<file path="config.mk">
export PLATFORM = sky130hd
export DESIGN_NAME = midpoint_line_rasterizer_unit
export DESIGN_NICKNAME = d
export VERILOG_FILES = /design/src/rtl/mlr_pkg.sv /design/src/rtl/mlr_setup.sv /design/src/rtl/mlr_core.sv /design/src/rtl/midpoint_line_rasterizer_unit.sv
export SDC_FILE = /design/constraint.sdc
export NUM_CORES = 1
export LEC_CHECK = 0
export BUFFER_PORTS_ARGS = -buffer_cell sky130_fd_sc_hd__buf_2
export CAP_MARGIN = 30
export CORE_ASPECT_RATIO = 2
export CORE_MARGIN = 1
export CORE_UTILIZATION = 55
export DETAILED_ROUTE_END_ITERATION = 12
export PLACE_DENSITY = 0.72
export SLEW_MARGIN = 20
export SYNTH_ARGS = -nofsm -noshare
export SYNTH_HDL_FRONTEND = slang
export SYNTH_SLANG_ARGS = --single-unit
</file>
<file path="constraint.sdc">
create_clock -name clk -period 22.1 [get_ports clk]
set_input_delay 2.21 -clock clk [delete_from_list [all_inputs] [get_ports clk]]
set_output_delay 2.21 -clock clk [all_outputs]
set_load 0.005 [all_outputs]
</file>
<file path="src/rtl/mlr_pkg.sv">
// ----------------------------------------------------------------------------
// mlr_pkg
// Shared constants for the midpoint line rasterizer: default coordinate
// width, colour width and request codes.
// ----------------------------------------------------------------------------
package mlr_pkg;

	localparam int COORD_BITS_DEF = 10;
	localparam int COLOR_BITS     = 24;

	localparam logic REQ_START = 1'b0;
	localparam logic REQ_STEP  = 1'b1;

endpackage

</file>
<file path="src/rtl/mlr_setup.sv">
// ----------------------------------------------------------------------------
// mlr_setup
// Octant mapping for a new line: signs of the deltas, steep flag and the
// major and minor axis lengths.
// ----------------------------------------------------------------------------
module mlr_setup import mlr_pkg::*; #(
	parameter int COORD_BITS = COORD_BITS_DEF
) (
	input  logic [COORD_BITS-1:0] x_start,
	input  logic [COORD_BITS-1:0] y_start,
	input  logic [COORD_BITS-1:0] x_end,
	input  logic [COORD_BITS-1:0] y_end,
	output logic                  x_negative,
	output logic                  y_negative,
	output logic                  steep,
	output logic [COORD_BITS-1:0] major_len,
	output logic [COORD_BITS-1:0] minor_len
);

	logic [COORD_BITS-1:0] adx;
	logic [COORD_BITS-1:0] ady;

	always_comb begin
		x_negative = x_end < x_start;
		y_negative = y_end < y_start;
		adx        = x_negative ? (x_start - x_end) : (x_end - x_start);
		ady        = y_negative ? (y_start - y_end) : (y_end - y_start);
		steep      = ady > adx;
		major_len  = steep ? ady : adx;
		minor_len  = steep ? adx : ady;
	end

endmodule

</file>
<file path="src/rtl/mlr_core.sv">
// ----------------------------------------------------------------------------
// mlr_core
// Line state, midpoint decision step, mapping back to screen space and the
// result register.
// ----------------------------------------------------------------------------
module mlr_core import mlr_pkg::*; #(
	parameter int COORD_BITS = COORD_BITS_DEF
) (
	input  logic                  clk,
	input  logic                  arst_n,
	input  logic                  go,
	input  logic                  req_type,
	input  logic [COORD_BITS-1:0] x_start,
	input  logic [COORD_BITS-1:0] y_start,
	input  logic [COLOR_BITS-1:0] color,
	input  logic                  set_x_negative,
	input  logic                  set_y_negative,
	input  logic                  set_steep,
	input  logic [COORD_BITS-1:0] set_major_len,
	input  logic [COORD_BITS-1:0] set_minor_len,
	output logic                  room,
	output logic                  out_valid,
	input  logic                  out_stall,
	output logic [COORD_BITS-1:0] pixel_x,
	output logic [COORD_BITS-1:0] pixel_y,
	output logic [COLOR_BITS-1:0] pixel_color,
	output logic                  last
);

	localparam int DW = COORD_BITS + 3;
	localparam int IW = COORD_BITS + 2;

	logic                  active_q;
	logic signed [DW-1:0]  decision_q;
	logic signed [IW-1:0]  inc_straight_q;
	logic signed [IW-1:0]  inc_diagonal_q;
	logic [COORD_BITS-1:0] major_count_q;
	logic [COORD_BITS-1:0] minor_count_q;
	logic [COORD_BITS-1:0] major_length_q;
	logic                  steep_q;
	logic                  x_negative_q;
	logic                  y_negative_q;
	logic [COORD_BITS-1:0] origin_x_q;
	logic [COORD_BITS-1:0] origin_y_q;
	logic [COLOR_BITS-1:0] line_color_q;
	logic                  out_valid_q;

	logic                  is_start;
	logic                  is_step;
	logic                  diag;
	logic signed [DW-1:0]  decision_nx;
	logic [COORD_BITS-1:0] major_nx;
	logic [COORD_BITS-1:0] minor_nx;
	logic [COORD_BITS-1:0] dx_abs;
	logic [COORD_BITS-1:0] dy_abs;
	logic [COORD_BITS-1:0] step_x;
	logic [COORD_BITS-1:0] step_y;
	logic                  step_last;

	function automatic logic [COORD_BITS-1:0] offset_coord(
		input logic [COORD_BITS-1:0] base,
		input logic [COORD_BITS-1:0] delta,
		input logic                  negative
	);
		return negative ? (base - delta) : (base + delta);
	endfunction

	always_comb begin
		is_start    = go && (req_type == REQ_START);
		is_step     = go && (req_type == REQ_STEP) && active_q;
		diag        = decision_q > 0;
		decision_nx = decision_q + (diag ? {inc_diagonal_q[IW-1], inc_diagonal_q}
		                                 : {inc_straight_q[IW-1], inc_straight_q});
		major_nx    = major_count_q + 1'b1;
		minor_nx    = diag ? (minor_count_q + 1'b1) : minor_count_q;
		dx_abs      = steep_q ? minor_nx : major_nx;
		dy_abs      = steep_q ? major_nx : minor_nx;
		step_x      = offset_coord(origin_x_q, dx_abs, x_negative_q);
		step_y      = offset_coord(origin_y_q, dy_abs, y_negative_q);
		step_last   = major_nx >= major_length_q;
		room        = !out_valid_q || !out_stall;
	end

	always_ff @(posedge clk or negedge arst_n) begin
		if (!arst_n) begin
			active_q       <= 1'b0;
			decision_q     <= '0;
			inc_straight_q <= '0;
			inc_diagonal_q <= '0;
			major_count_q  <= '0;
			minor_count_q  <= '0;
			major_length_q <= '0;
			steep_q        <= 1'b0;
			x_negative_q   <= 1'b0;
			y_negative_q   <= 1'b0;
			origin_x_q     <= '0;
			origin_y_q     <= '0;
			line_color_q   <= '0;
			out_valid_q    <= 1'b0;
		end else begin
			if (is_start) begin
				active_q       <= set_major_len != '0;
				decision_q     <= $signed({2'b00, set_minor_len, 1'b0})
				                  - $signed({3'b000, set_major_len});
				inc_straight_q <= $signed({1'b0, set_minor_len, 1'b0});
				inc_diagonal_q <= $signed({1'b0, set_minor_len, 1'b0})
				                  - $signed({1'b0, set_major_len, 1'b0});
				major_count_q  <= '0;
				minor_count_q  <= '0;
				major_length_q <= set_major_len;
				steep_q        <= set_steep;
				x_negative_q   <= set_x_negative;
				y_negative_q   <= set_y_negative;
				origin_x_q     <= x_start;
				origin_y_q     <= y_start;
				line_color_q   <= color;
			end else if (is_step) begin
				decision_q    <= decision_nx;
				major_count_q <= major_nx;
				minor_count_q <= minor_nx;
				if (step_last) begin
					active_q <= 1'b0;
				end
			end
			if (is_start || is_step) begin
				out_valid_q <= 1'b1;
			end else if (!out_stall) begin
				out_valid_q <= 1'b0;
			end
		end
	end

	always_ff @(posedge clk) begin
		if (is_start) begin
			pixel_x     <= x_start;
			pixel_y     <= y_start;
			pixel_color <= color;
			last        <= set_major_len == '0;
		end else if (is_step) begin
			pixel_x     <= step_x;
			pixel_y     <= step_y;
			pixel_color <= line_color_q;
			last        <= step_last;
		end
	end

	assign out_valid = out_valid_q;

`ifndef SYNTHESIS
	a_count_below_length: assert property (@(posedge clk) disable iff (!arst_n)
		active_q |-> major_count_q < major_length_q)
		else $error("major count reached the length on an active line");

	a_idle_count_at_end: assert property (@(posedge clk) disable iff (!arst_n)
		!active_q |-> major_count_q == major_length_q)
		else $error("idle with the major count short of the length");

	a_minor_not_ahead: assert property (@(posedge clk) disable iff (!arst_n)
		minor_count_q <= major_count_q)
		else $error("minor count ahead of the major count");

	a_step_emits: assert property (@(posedge clk) disable iff (!arst_n)
		is_step |=> out_valid_q && (pixel_color == $past(line_color_q)))
		else $error("step on an active line gave no pixel");
`endif

endmodule

</file>
<file path="src/rtl/midpoint_line_rasterizer_unit.sv">
// ----------------------------------------------------------------------------
// midpoint_line_rasterizer_unit
// All-octant midpoint line rasterizer with an input register and a result
// register.
// ----------------------------------------------------------------------------
// A start transaction (req_type 0) gives both endpoints and a colour and
// yields the start pixel; each step transaction (req_type 1) yields the next
// pixel, and the end point carries last. A step with no line in progress is
// taken and yields nothing. One transaction is taken every cycle while the
// output is not stalled; its pixel passes the input register and then the
// result register. The pace is set by the single decision add and compare
// per pixel.
module midpoint_line_rasterizer_unit import mlr_pkg::*; #(
	parameter int COORD_BITS = COORD_BITS_DEF
) (
	input  logic                  clk,
	input  logic                  arst_n,
	input  logic                  in_valid,
	output logic                  in_stall,
	input  logic                  req_type,
	input  logic [COORD_BITS-1:0] x_start,
	input  logic [COORD_BITS-1:0] y_start,
	input  logic [COORD_BITS-1:0] x_end,
	input  logic [COORD_BITS-1:0] y_end,
	input  logic [COLOR_BITS-1:0] color,
	output logic                  out_valid,
	input  logic                  out_stall,
	output logic [COORD_BITS-1:0] pixel_x,
	output logic [COORD_BITS-1:0] pixel_y,
	output logic [COLOR_BITS-1:0] pixel_color,
	output logic                  last
);

	logic                  valid_s1;
	logic                  req_type_s1;
	logic [COORD_BITS-1:0] x_start_s1;
	logic [COORD_BITS-1:0] y_start_s1;
	logic [COORD_BITS-1:0] x_end_s1;
	logic [COORD_BITS-1:0] y_end_s1;
	logic [COLOR_BITS-1:0] color_s1;

	logic                  room;
	logic                  go;
	logic                  set_x_negative;
	logic                  set_y_negative;
	logic                  set_steep;
	logic [COORD_BITS-1:0] set_major_len;
	logic [COORD_BITS-1:0] set_minor_len;

	assign go       = valid_s1 && room;
	assign in_stall = valid_s1 && !room;

	always_ff @(posedge clk or negedge arst_n) begin
		if (!arst_n) begin
			valid_s1 <= 1'b0;
		end else if (!in_stall) begin
			valid_s1 <= in_valid;
		end
	end

	always_ff @(posedge clk) begin
		if (in_valid && !in_stall) begin
			req_type_s1 <= req_type;
			x_start_s1  <= x_start;
			y_start_s1  <= y_start;
			x_end_s1    <= x_end;
			y_end_s1    <= y_end;
			color_s1    <= color;
		end
	end

	mlr_setup #(
		.COORD_BITS(COORD_BITS)
	) u_setup (
		.x_start    (x_start_s1),
		.y_start    (y_start_s1),
		.x_end      (x_end_s1),
		.y_end      (y_end_s1),
		.x_negative (set_x_negative),
		.y_negative (set_y_negative),
		.steep      (set_steep),
		.major_len  (set_major_len),
		.minor_len  (set_minor_len)
	);

	mlr_core #(
		.COORD_BITS(COORD_BITS)
	) u_core (
		.clk            (clk),
		.arst_n         (arst_n),
		.go             (go),
		.req_type       (req_type_s1),
		.x_start        (x_start_s1),
		.y_start        (y_start_s1),
		.color          (color_s1),
		.set_x_negative (set_x_negative),
		.set_y_negative (set_y_negative),
		.set_steep      (set_steep),
		.set_major_len  (set_major_len),
		.set_minor_len  (set_minor_len),
		.room           (room),
		.out_valid      (out_valid),
		.out_stall      (out_stall),
		.pixel_x        (pixel_x),
		.pixel_y        (pixel_y),
		.pixel_color    (pixel_color),
		.last           (last)
	);

endmodule

</file>
== Yosys cells after proc, flatten, opt, wreduce, memory -nomap -nowiden ==
Index checks and enable logic that the tools add are counted.
Widths: inputs -> output; s select.
Word-level totals
  output and inout bits: 47
  memory bits (read-only): 0
  input bits: 69
  logic and storage cells: 91
  RAM bits: 0
  flip-flop bits (word level): 225
  latch bits: 0
  memories: 0
Cells by class
  muxes and demuxes: 29
  eq/ne operators: 1
  reductions and logical operators: 17
  $add $sub $neg: 13
  $lt $le $gt $ge: 5
  bitwise gates (word level): 1
  multipliers: 0
  div/mod/pow operators: 0
  shift operators: 0
Operators with widths (count)
  $mux 10: 17
  $sub 10x10->10: 6
  $mux 24: 2
  $mux 13: 3
  $add 10x1->10 const B: 2
  $add 10x10->10: 2
  $lt 10x10->1: 2
  $add 13x13->13: 1
  $gt 13x1->1 const B: 1
  $sub 11x10->12: 1
  $sub 11x11->12: 1
  $ge 10x10->1: 1
  $gt 10x10->1: 1
  $logic_not 10->1: 1
  $reduce_bool 10->1: 1
  $mux 1: 7
  $logic_and 1x1->1: 6
  $logic_not 1->1: 4
  $reduce_bool 2->1: 2
  $logic_or 1x1->1: 2
  $ne 2x1->1 const B: 1
  $reduce_and 2->1: 1
  $not 1->1: 1

== Logic depth before layout (Yosys ltp) ==
Gate-level depths: netlist of run 1.
  word-level depth: 7
  gate-level depth with buffers: 31
  mapped depth without buffers: 29

== Modules after synthesis ==
From an unflattened synthesis of run 1, not the netlist that was laid out.
Unflattened totals
  cell total of the unflattened synthesis: 1363
  area, all modules: 13665.6 µm²
Modules (own cells, without submodules)
  mlr_core: area an instance 9381.5 µm², seq. area each 4179.0 µm², times used 1, cells an instance 992
  mlr_setup: area an instance 2268.4 µm², seq. area each 0.0 µm², times used 1, cells an instance 300
  midpoint_line_rasterizer_unit: area an instance 2015.7 µm², seq. area each 1976.9 µm², times used 1, cells an instance 71

== Worst setup path after synthesis of run 1 ==
OpenSTA, ideal clock, no wires.
  path type: flip-flop to flip-flop
  start point: reg x_end_s1[0]
  end point: reg u_core.decision_q[8]
  data arrival time: 6.878 ns
  path slack: 15.093 ns
  buffers on the path: 4
  data required time: 21.971 ns
  library setup time: 0.129 ns
  stages on the path, launching flop included: 31
  period minus slack after synthesis: 7.007 ns
  path through: edfxtp_1 > inv_1 > ha_1 > inv_1 > fa_1 > a21o_1 > a221oi_4 > o21a_1 > buf_6 > mux2_2 > a221o_1 > a211oi_1 > inv_1 > ha_1 > nand4_1 > a31oi_1 > o31a_1 > nor2_1 > buf_2 > buf_1 > clkbuf_1 > o21ai_0 > fa_1 > inv_1 > a21oi_1 > or4b_2 > nor3b_1 > o21a_1 > a211o_1 > a221oi_1 > nand2_1
On the way
  word-level cells in the longest chain between the ends: 6
  elaborated cells between the ends (all ways): 9
  classes of those cells: 3 x add/sub; 2 x order compare; 4 x mux
Ends and longest elaborated chain
  from (decl): RTL line midpoint_line_rasterizer_unit.sv:38  | logic [COORD_BITS-1:0] x_end_s1;
  from (signal assigned): RTL line midpoint_line_rasterizer_unit.sv:66  | x_end_s1 <= x_end;
  $sub 10x10->10 or $lt 10x10->1 (tied branches): RTL line mlr_setup.sv:26, mlr_setup.sv:24
  $mux 10 *: RTL line mlr_setup.sv:26  | adx = x_negative ? (x_start - x_end) : (x_end - x_start);
  $gt 10x10->1: RTL line mlr_setup.sv:28  | steep = ady > adx;
  $mux 10 (on tied branches): RTL line mlr_setup.sv:30, mlr_setup.sv:29
  $sub 11x10->12 *: RTL line mlr_core.sv:104  | - $signed({3'b000, set_major_len});
  $mux 13 *: RTL line mlr_core.sv:101  | if (is_start) begin
  to (signal assigned): RTL line mlr_core.sv:103  | decision_q <= $signed({2'b00, set_minor_len, 1'b0})
  to (signal assigned): RTL line mlr_core.sv:118  | decision_q <= decision_nx;
  to (decl): RTL line mlr_core.sv:34  | logic signed [DW-1:0] decision_q;
Mark *: on every way between the ends. The rest lies on a longest branch, timed or not.
A chain may end at the register's enable or synchronous reset.

== Worst setup path after layout of run 1 ==
  start point: reg x_end_s1[0]
  end point: reg u_core.decision_q[8]
On the way
  word-level cells in the longest chain between the ends: 6
  elaborated cells between the ends (all ways): 9
  classes of those cells: 3 x add/sub; 2 x order compare; 4 x mux
Ends and longest elaborated chain
  $sub 10x10->10 or $lt 10x10->1 (tied branches): RTL line mlr_setup.sv:26, mlr_setup.sv:24
  $mux 10 *: RTL line mlr_setup.sv:26
  $gt 10x10->1: RTL line mlr_setup.sv:28
  $mux 10 *: RTL line mlr_setup.sv:29  | major_len = steep ? ady : adx;
  named net set_major_len[0]: RTL line midpoint_line_rasterizer_unit.sv:47  | logic [COORD_BITS-1:0] set_major_len;
  $sub 11x10->12 *: RTL line mlr_core.sv:104
  $mux 13 *: RTL line mlr_core.sv:101
Mark *: on every way through the listed nets, which the timed path passes. The rest lies on a longest branch.

==> impl_metrics.toml, run 1 <==
[placement]
finalWeightedCongestion = 0.9320
dp_hpwl_um = 27810
placedCellCount = 1848
port_buffers = 115

[synthesis]
synthFlopType = "dfrtp_1"
synthCells = 1435
yosysTopAreaCell = "edfxtp_1"
synth-edff-count = 110
synth.avg_cell_area_um2 = 9.699
synth_top_cell_area_share_pct = 23.73
ys_async_sr_fraction_pct = 50.89
synth_common_cells = "nand2_1 (255), dfrtp_1 (114), edfxtp_1 (110)"
synth_cell_types = 90
syn_area_um2 = 13920
syn_nets = 1612
ys_ff_latch = 224
yosysMostFrequentCell = "nand2_1"
synthTopCellsByArea = "edfxtp_1 (24%), dfrtp_1 (20%), ha_1 (9.0%), nand2_1 (6.9%), o21ai_0 (3.7%)"
yosys_warnings = 0
ys_seq_area_share_pct = 44.23

[timing]
fmaxAchievable_ghz = 0.1271
period_needed_ns = 7.870
tightest_slew_ns = 0.9523
rsz0062_at_grt = "no"
finClkSkew_ns = 0.01600
fin_setup_tns_ns = 0
timing.hold.ws_ns = 0.4600
relSlewSlack_pct = 36.38
hold_viol = 0
finalSetupViolations = 0
post-route-period-util_pct = 35.61
slew_viol_final = 0

[hold_path]
hold_end = "u_core.line_color_q[21]$_DFFE_PN0P_"
worstHoldStart = "color_s1[21]$_DFFE_PP_"
hold_path_depth = 2
min_path_type = "flop to flop"

[cts]
root_buffer = "clkbuf_16"
ctsHoldBuffers = 0
postCtsSetupBuffers = 0
clock_latency_ns = 0.53
clk_path_buf_depth = 3
cts_made_buffers = 21
cts_tree = "built"
cts.sinks = 224
path_clk_slew_ns = 0.07
post_cts_resized = 0
cts_htree_levels = 1

[die]
start_util_pct = 55.83
rows = 82
fp.dieW_um = 114.5
die_y_um = 227.0
ios = 116
die_area_um2 = 25980
core_um2 = 24930

[setup_path]
crit_fanout = 22
crit_type = "flop to flop"
worst-endpoint-arrival_ns = 8.29
rr_startpoint = "x_end_s1[0]$_DFFE_PP_"
worst-r2r-cell-count = 25
timing.rr.end = "u_core.decision_q[8]$_DFFE_PN0P_"
startpoint_type = "flop"
rrSetupSlack_ns = 14.23
end_kind = "flop"
crit_required_ns = 22.52

[routing]
drcViolationCount = 0
routed_via_density = 5.818
final_antenna_net_count = 0
vias = 10991
drt_iter0_drc = 605
wl_per_cell_um = 19.35
postRouteWirelength_um = 36560
dr.pass1.iters = 5

[power_and_ir_drop]
powerDensity_nw_per_um2 = 161.9
leakage_nw = 7.142
irDropWorstVdd_v = 0.00009304
fin_total_pwr_mw = 2.517

[layout]
fillerInstances = 2151
fin_nets = 1714
syn2layout_area_growth_pct = 11.67
fin_cells = 1889
layout-drive-gt1-share_pct = 14.24

[grt]
grt_max_degree = 79
grt_usage_pct = 29.14
grt_first_pass_wirelength_um = 57500
grt_overflow_total = 0
antenna_found_initial = 2
grt_pass1_vias = 11225

[outcome]
outcome = "finished clean"

[job]
drv_cap = 0
[stage by stage]
step | instance area [µm²] | setup WS, ns | utilization, %
3_3_place_gp | 14800 | 14.56 | 59.36
4_1_cts | 15500 | 14.22 | 62.18
6_report | 15540 | 14.23 | 62.34
2_1_floorplan | 13920 | 15.09 | -
3_5_place_dp | 14800 | 14.26 | 59.36
5_1_grt | 15540 | 13.53 | 62.34
[registers in the layout (all words and copies together) (netlist names), 11 cells and up]
name	flops
color_s1	24
u_core.decision_q	13
u_core.inc_diagonal_q	11
u_core.line_color_q	24
u_core.pixel_color	24
[report_power, final]
| group | leakage, nW | total, mW | switching (mW) | internal [mW] |
|---|---|---|---|---|
| sequential | 2.50 | 0.664 | 0.0708 | 0.594 |
| combinational | 4.31 | 1.48 | 0.875 | 0.600 |
| clock | 0.337 | 0.377 | 0.167 | 0.211 |
[critical path, stage by stage, from the launching register on]
cell and delay (ns):
edfxtp_1 0.40, inv_1 0.07, ha_1 0.16, inv_1 0.06, fa_1 0.38, a21o_1 0.21
a221oi_4 0.38, o21a_1 0.36, mux2_2 0.39, a221o_1 0.29, a211oi_1 0.32, inv_1 0.13
ha_1 0.42, nand4_1 0.21, o31ai_1 0.45, nand2_1 0.50, a21oi_1 0.47, fa_1 0.28
inv_1 0.05, a21oi_1 0.48, or4b_2 0.63, nor3b_1 0.15, o21a_1 0.30, a211o_1 0.28
a221oi_1 0.27, nand2_1 0.08
[worst max-delay path by stage]
stage                                from                           endpoint  slack (ns)  cells after the start
finish              x_end_s1[0]$_DFFE_PP_   u_core.decision_q[8]$_DFFE_PN0P_       14.23                     25
global route        x_end_s1[0]$_DFFE_PP_   u_core.decision_q[8]$_DFFE_PN0P_       13.53                     25
CTS                 x_end_s1[0]$_DFFE_PP_  u_core.decision_q[10]$_DFFE_PN0P_       14.22                     25
detailed placement  x_end_s1[0]$_DFFE_PP_  u_core.decision_q[10]$_DFFE_PN0P_       14.26                     25
global placement    x_end_s1[0]$_DFFE_PP_  u_core.decision_q[10]$_DFFE_PN0P_       14.56                     25
floorplan           x_end_s1[0]$_DFFE_PP_   u_core.decision_q[8]$_DFFE_PN0P_       15.09                     30
[layer usage]
layer,GRT usage [%],vias to the layer above,share of wire (%)
met3,3.035,107,3.3
met1,29.21,5262,35
met5,0,-,0
met4,19.73,0,7.2
li1,-,5321,-
met2,55.54,301,54
[cells by family after synthesis]
logic type	count (synthesis)	share of synthesized area, %
flip-flops	224	44.23
buffers and inverters	146	4.108
AO/OA/AOI/OAI	356	17.40
adder cells (fa/ha/maj)	108	10.14
AND/OR/NAND/NOR	491	16.52
multiplexers	41	3.254
XOR/XNOR	69	4.342
[area by class of cell]
| cell class | count | area (µm²) | share of cell area [%] |
|---|---|---|---|
| clock buffers | 27 | 578.1 | 3.719 |
| diodes | 1 | 2.502 | 0.01610 |
| multi-input cells | 1065 | 7203 | 46.35 |
| repair buffers | 127 | 691.9 | 4.452 |
| flip-flops and latches | 224 | 6156 | 39.61 |
| inverters | 98 | 367.9 | 2.367 |
| clock inverters | 11 | 122.6 | 0.7889 |
| well taps | 336 | 420.4 | 2.705 |
[cells in the final DEF (no fill, tap or decap), drive strengths merged, types with 9 or more instances in the layout]
cell type  instances
nand2            256
buf              127
dfrtp            114
edfxtp           110
o21ai            104
inv              101
ha               100
a21oi             68
nor2              63
xnor2             44
a21o              31
clkbuf            27
xor2              25
mux2              24
nand3             22
or3               22
nor3              22
and2              18
mux2i             17
o21a              15
and3              15
o31ai             13
o21bai            13
nand2b            13
a31oi             13
a211oi            13
o211ai            12
nor4              11
nor2b              9
No activity file was read; power rests on OpenSTA's default activity.
==> run 2: changes to the inputs <==
ABC_AREA = 1   (was not set)
clock period = 7.8 ns   (was 22.1 ns; I/O delays follow)
==> run 2 against run 1 <==
  * Count of clock-buffer cells in the layout rose by 6
  * Global-route usage rose by 0.50 points
  * Synthesized cell count rose by 26%
==> impl_metrics.toml, run 2 <==
[synthesis]
yosysMostFrequentCell = "nand2_1"
synthAdderAreaFrac_pct = 9.899
yosysTopAreaCell = "edfxtp_1"
syn_area_um2 = 14260
syn_nets = 1986
synthTopCellsByArea = "edfxtp_1 (23%), dfrtp_1 (20%), nand2_1 (17%), ha_1 (8.8%), inv_1 (6.4%)"
synth_mux_area_share_pct = 0
synth_common_cells = "nand2_1 (629), inv_1 (242), dfrtp_1 (114)"
synth.avg_cell_area_um2 = 7.881
ys_async_sr_fraction_pct = 50.89
synth_compound_area_share_pct = 8.820
synth_top_cell_area_share_pct = 23.17
synth-edff-count = 110
synth_simple_gate_area_share_pct = 26.49
yosys_warnings = 0
synthCells = 1809
synth-xor-area-share_pct = 3.493
ys_ff_latch = 224
synth_top_family_by_area = "simple AND/OR/NAND/NOR gates"
synthFlopType = "dfrtp_1"
synth_cell_types = 50
ys_seq_area_share_pct = 43.18

[grt]
grt_usage_pct = 29.65
grt_first_pass_wirelength_um = 60030
grt_pass1_vias = 12002
grt_max_degree = 75
grt_overflow_total = 0
antenna_found_initial = 3

[setup_path]
critical_path.most_common_cell = "nand2_1"
startpoint_type = "flop"
cp_slowest_cell = "edfxtp_1"
timing.rr.end = "u_core.decision_q[9]$_DFFE_PN0P_"
rrSetupSlack_ns = 2.67
cp-startpoint = "y_start_s1[7]$_DFFE_PP_"
crit_fanout = 25
worst-endpoint-arrival_ns = 5.56
cpPeakStageDelay_ns = 0.46
worst-r2r-cell-count = 32
crit_required_ns = 8.22
crit_type = "flop to flop"
rr_startpoint = "y_start_s1[7]$_DFFE_PP_"
end_kind = "flop"

[power_and_ir_drop]
clockPowerShare_pct = 13.8
fin_total_pwr_mw = 8.247
irDropWorstVdd_v = 0.0002964
powerDensity_nw_per_um2 = 518.5
power_switching_mw = 4.044
switching_share_pct = 49.04
leakage_nw = 8.249
comb_power_share_pct = 61.7
power.internal_mw = 4.203
p_seq_share_pct = 24.5

[timing]
fin_setup_tns_ns = 0
slew_viol_final = 0
finClkSkew_ns = 0.02107
period_needed_ns = 5.135
post-route-period-util_pct = 65.83
relSlewSlack_pct = 33.61
finalSetupViolations = 0
timing.hold.ws_ns = 0.2719
rsz0062_at_grt = "no"
hold_viol = 0
tightest_slew_ns = 0.9958
fmaxAchievable_ghz = 0.1947

[die]
ios = 116
fp.dieW_um = 115.8
die_area_um2 = 26610
die_y_um = 229.7
rows = 83
start_util_pct = 55.81
core_um2 = 25550

[layout]
fin_cells = 2269
fin_util_pct = 62.25
fillerInstances = 2358
layout_common_cells = "nand2_1 (629), inv_1 (239), buf_2 (114), dfrtp_1 (114), edfxtp_1 (110)"
fin_nets = 2087
regArea_um2 = 6156
top_regs = "color_s1 x24, u_core.line_color_q x24, u_core.pixel_color x24"
multiInputGateArea_um2 = 6955
syn2layout_area_growth_pct = 11.55
layout-drive-gt1-share_pct = 11.27
final_common_cell = "nand2_1"

[cts]
ctsHoldBuffers = 0
path_clk_slew_ns = 0.06
cts_made_buffers = 22
postCtsSetupBuffers = 0
clk_path_buf_depth = 3
cts_htree_levels = 1
cts.sinks = 224
post_cts_resized = 0
cts_tree = "built"
clock_latency_ns = 0.54
root_buffer = "clkbuf_16"

[routing]
wl_per_cell_um = 16.78
drcViolationCount = 0
final_antenna_net_count = 0
postRouteWirelength_um = 38070
drt_iter0_drc = 664
vias = 12079
dr.pass1.iters = 7
routed_via_density = 5.323

[job]
drv_cap = 0

[placement]
dp_hpwl_um = 29180
placedCellCount = 2225
finalWeightedCongestion = 1.013
port_buffers = 115

[hold_path]
min_path_type = "input pin to asynchronous set/reset pin"

[outcome]
outcome = "finished clean"
==> run 2: cell count changes in the layout (fill, tap and decap cells not counted), moves of 23 or more <==
cell	delta
nor2_1	+45
nand2_1	+374
inv_1	+143
mux2_2	-23
xnor2_1	-31
a21o_1	-28
nand3_1	+78
==> run 2: power by group through the flow <==
stage	registers, mW	logic, mW	clock network, mW
after floorplan	1.98	3.81	0
after global placement	2.02	4.96	0
after detailed placement	2.04	5.03	0
after CTS	2.02	5.07	1.15
after global routing	2.07	5.76	1.19
final	2.02	5.09	1.14
==> run 2: area by class of cell <==
type | count | share of cell area [%]
antenna | 4 | 0.06294
clock buffer | 33 | 4.248
clock inverter | 6 | 0.6136
inverter | 246 | 5.822
multi-input combinational | 1293 | 43.73
sequential | 224 | 38.71
tap | 340 | 2.675
timing repair buffer | 123 | 4.138
==> run 2: worst max-delay path by stage <==
stage / slack, ns / to
2_1_floorplan: 3.69 / u_core.decision_q[9]$_DFFE_PN0P_
3_3_place_gp: 2.82 / u_core.decision_q[9]$_DFFE_PN0P_
3_5_place_dp: 2.76 / u_core.decision_q[10]$_DFFE_PN0P_
4_1_cts: 2.70 / u_core.decision_q[9]$_DFFE_PN0P_
5_1_grt: 2.19 / u_core.decision_q[12]$_DFFE_PN0P_
6_report: 2.67 / u_core.decision_q[9]$_DFFE_PN0P_
==> run 2: layer usage <==
metal  GRT usage [%]  part of all wire, %  up-vias
met5               0                    0        -
met1           31.03                   36     5614
met3           2.768                  3.4      120
met4           17.31                  6.5        0
met2           55.69                   54      327
li1                -                    -     6018
==> run 2: metrics by stage <==
step	worst slack, ns	area, µm²
finish	2.665	15900
global route	2.186	15900
CTS	2.698	15870
detailed placement	2.760	15090
global placement	2.823	15090
floorplan	3.687	14260
==> run 2: kinds of logic (layout without fill, tap and decap cells) <==
kind of cell,Yosys count,count (layout)
AND/OR/NAND/NOR,911,911
buffers and inverters,292,408
flip-flops,224,224
AO/OA/AOI/OAI,218,218
adder cells (fa/ha/maj),108,108
XOR/XNOR,56,56
other,0,4
==> run 2: worst max-delay path, delay by kind of cell (launching register included) <==
kind	cells	cell delay [ns]
flip-flops	1	0.46
AND/OR/NAND/NOR	20	2.25
adder cells (fa/ha/maj)	3	1.13
buffers and inverters	6	0.63
AO/OA/AOI/OAI	3	0.55
==> run 3: changes to the inputs <==
PLACE_DENSITY = 0.75   (was 0.72)
clock period = 4.4 ns   (was 7.8 ns; I/O delays follow)
==> run 3 against run 2 <==
  * Maximum frequency grew 19%
  * Design area grew 8.8%
  * Die area is the same
  * Critical endpoint unchanged
  * Count of clock-buffer cells in the layout shrank 8
  * Sequential cell count is the same
  * Non-clock buffer count grew 122
  * Core utilization grew 5.5 points
  * Sequential share of layout area shrank 3.1 points
  * Routed wire length grew 3.6%
==> impl_metrics.toml, run 3 (synthesis results as in run 2) <==
[layout]
diodes = 0
multiInputGateArea_um2 = 7506
layout-drive-gt1-share_pct = 21.40
regArea_um2 = 6156
final_common_cell = "nand2_1"
fin_nets = 2209
top_regs = "color_s1 x24, u_core.line_color_q x24, u_core.pixel_color x24"
fillerInstances = 2188
syn2layout_area_growth_pct = 21.40
layout_common_cells = "nand2_1 (602), inv_1 (234), buf_4 (123)"
fin_cells = 2387

[setup_path]
worst-r2r-cell-count = 29
startpoint_type = "flop"
worst-endpoint-arrival_ns = 4.73
critical_path.most_common_cell = "nand2_1"
crit_type = "flop to flop"
cpPeakStageDelay_ns = 0.41
critPathTopFamily = "simple AND/OR/NAND/NOR gates"
path_buf_inv = 6
rr_startpoint = "y_end_s1[0]$_DFFE_PP_"
cp_slowest_cell = "edfxtp_1"
end_kind = "flop"
crit_required_ns = 4.83
timing.rr.end = "u_core.decision_q[9]$_DFFE_PN0P_"
rrSetupSlack_ns = 0.1
crit_fanout = 9

[hold_path]
min_path_type = "input pin to flop"
worstHoldStart = "x_end[0]"
hold_end = "x_end_s1[0]$_DFFE_PP_"
hold_path_depth = 1

[routing]
wl_per_cell_um = 16.52
routed_via_density = 5.320
postRouteWirelength_um = 39430
dr.pass1.iters = 5
drt_iter0_drc = 658
drcViolationCount = 0
vias = 12700
final_antenna_net_count = 0

[grt]
grt_usage_pct = 29.97
grt_first_pass_wirelength_um = 60860
grt_pass1_vias = 12697
grt_max_degree = 99
grt_overflow_total = 0
antenna_found_initial = 0

[cts]
cts.sinks = 224
clock_latency_ns = 0.54
cts_htree_levels = 1
root_buffer = "clkbuf_16"
path_clk_slew_ns = 0.08
cts_made_buffers = 21
cts_tree = "built"
clk_path_buf_depth = 3

[die]
ios = 116
die_y_um = 229.7
rows = 83
fp.dieW_um = 115.8
die_area_um2 = 26610
core_um2 = 25550
start_util_pct = 55.81

[timing]
finClkSkew_ns = 0.01290
rsz0062_at_grt = "yes"
fmaxAchievable_ghz = 0.2325
fin_setup_tns_ns = 0
tightest_slew_ns = 0.8624
slew_viol_final = 0
hold_viol = 0
period_needed_ns = 4.301
post-route-period-util_pct = 97.74
timing.hold.ws_ns = 0.06997
finalSetupViolations = 0
relSlewSlack_pct = 42.29

[outcome]
outcome = "finished clean"

[placement]
finalWeightedCongestion = 0.9782
placedCellCount = 2335
port_buffers = 115
dp_hpwl_um = 29820

[job]
drv_cap = 0
[run 3: worst max-delay path by stage]
stage,endpoint,cells after the start,slack [ns],startpoint
after CTS,u_core.decision_q[10]$_DFFE_PN0P_,28,0.003,x_start_s1[4]$_DFFE_PP_
after detailed placement,u_core.decision_q[10]$_DFFE_PN0P_,33,-0.14,y_start_s1[0]$_DFFE_PP_
final,u_core.decision_q[9]$_DFFE_PN0P_,29,0.1,y_end_s1[0]$_DFFE_PP_
after global placement,u_core.decision_q[9]$_DFFE_PN0P_,30,-0.04,y_start_s1[0]$_DFFE_PP_
after global routing,u_core.decision_q[9]$_DFFE_PN0P_,33,-0.13,y_start_s1[2]$_DFFE_PP_
after floorplan,u_core.decision_q[9]$_DFFE_PN0P_,29,0.29,x_end_s1[0]$_DFFE_PP_
[run 3: repair_timing]
item / 4_1_cts / 5_1_grt
endpoints found under the hold margin: 13 / 0
pin swaps: 4 / 35
hold buffers: 1 / 0
cloned: 0 / 2
buffers inserted: 2 / 9
setup endpoints to repair: 9 / 26
gates resized for setup: 12 / 125
[run 3: area by class of cell]
cell class / count / area share, %
timing repair inverter: 1 / 0.05060
timing repair buffer: 245 / 9.209
clock buffer: 25 / 3.181
sequential: 224 / 35.56
tap: 340 / 2.458
inverter: 246 / 5.407
clock inverter: 13 / 0.7662
multi-input combinational: 1293 / 43.36
[run 3: per-stage QoR]
stage / area [µm²] / utilization [%] / worst slack [ns]
floorplan: 14260 / - / 0.2866
global placement: 15940 / 62.40 / -0.04276
detailed placement: 15940 / 62.40 / -0.1387
CTS: 16690 / 65.35 / 0.002909
global route: 17310 / 67.75 / -0.1324
finish: 17310 / 67.75 / 0.09924
[run 3: layer usage]
layer / wire (µm) / share of wire, % / vias up / GRT usage [%]
li1: - / - / 6259 / -
met1: 13770 / 35 / 5950 / 29.82
met2: 21390 / 54 / 337 / 55.92
met3: 1174 / 3.0 / 154 / 2.873
met4: 3099 / 7.9 / 0 / 21.75
met5: 0 / 0 / - / 0
Power of run 3 is left out: the tool's default activity adds up to more than one toggle a clock period on the data nets, which glitch-free logic cannot reach.
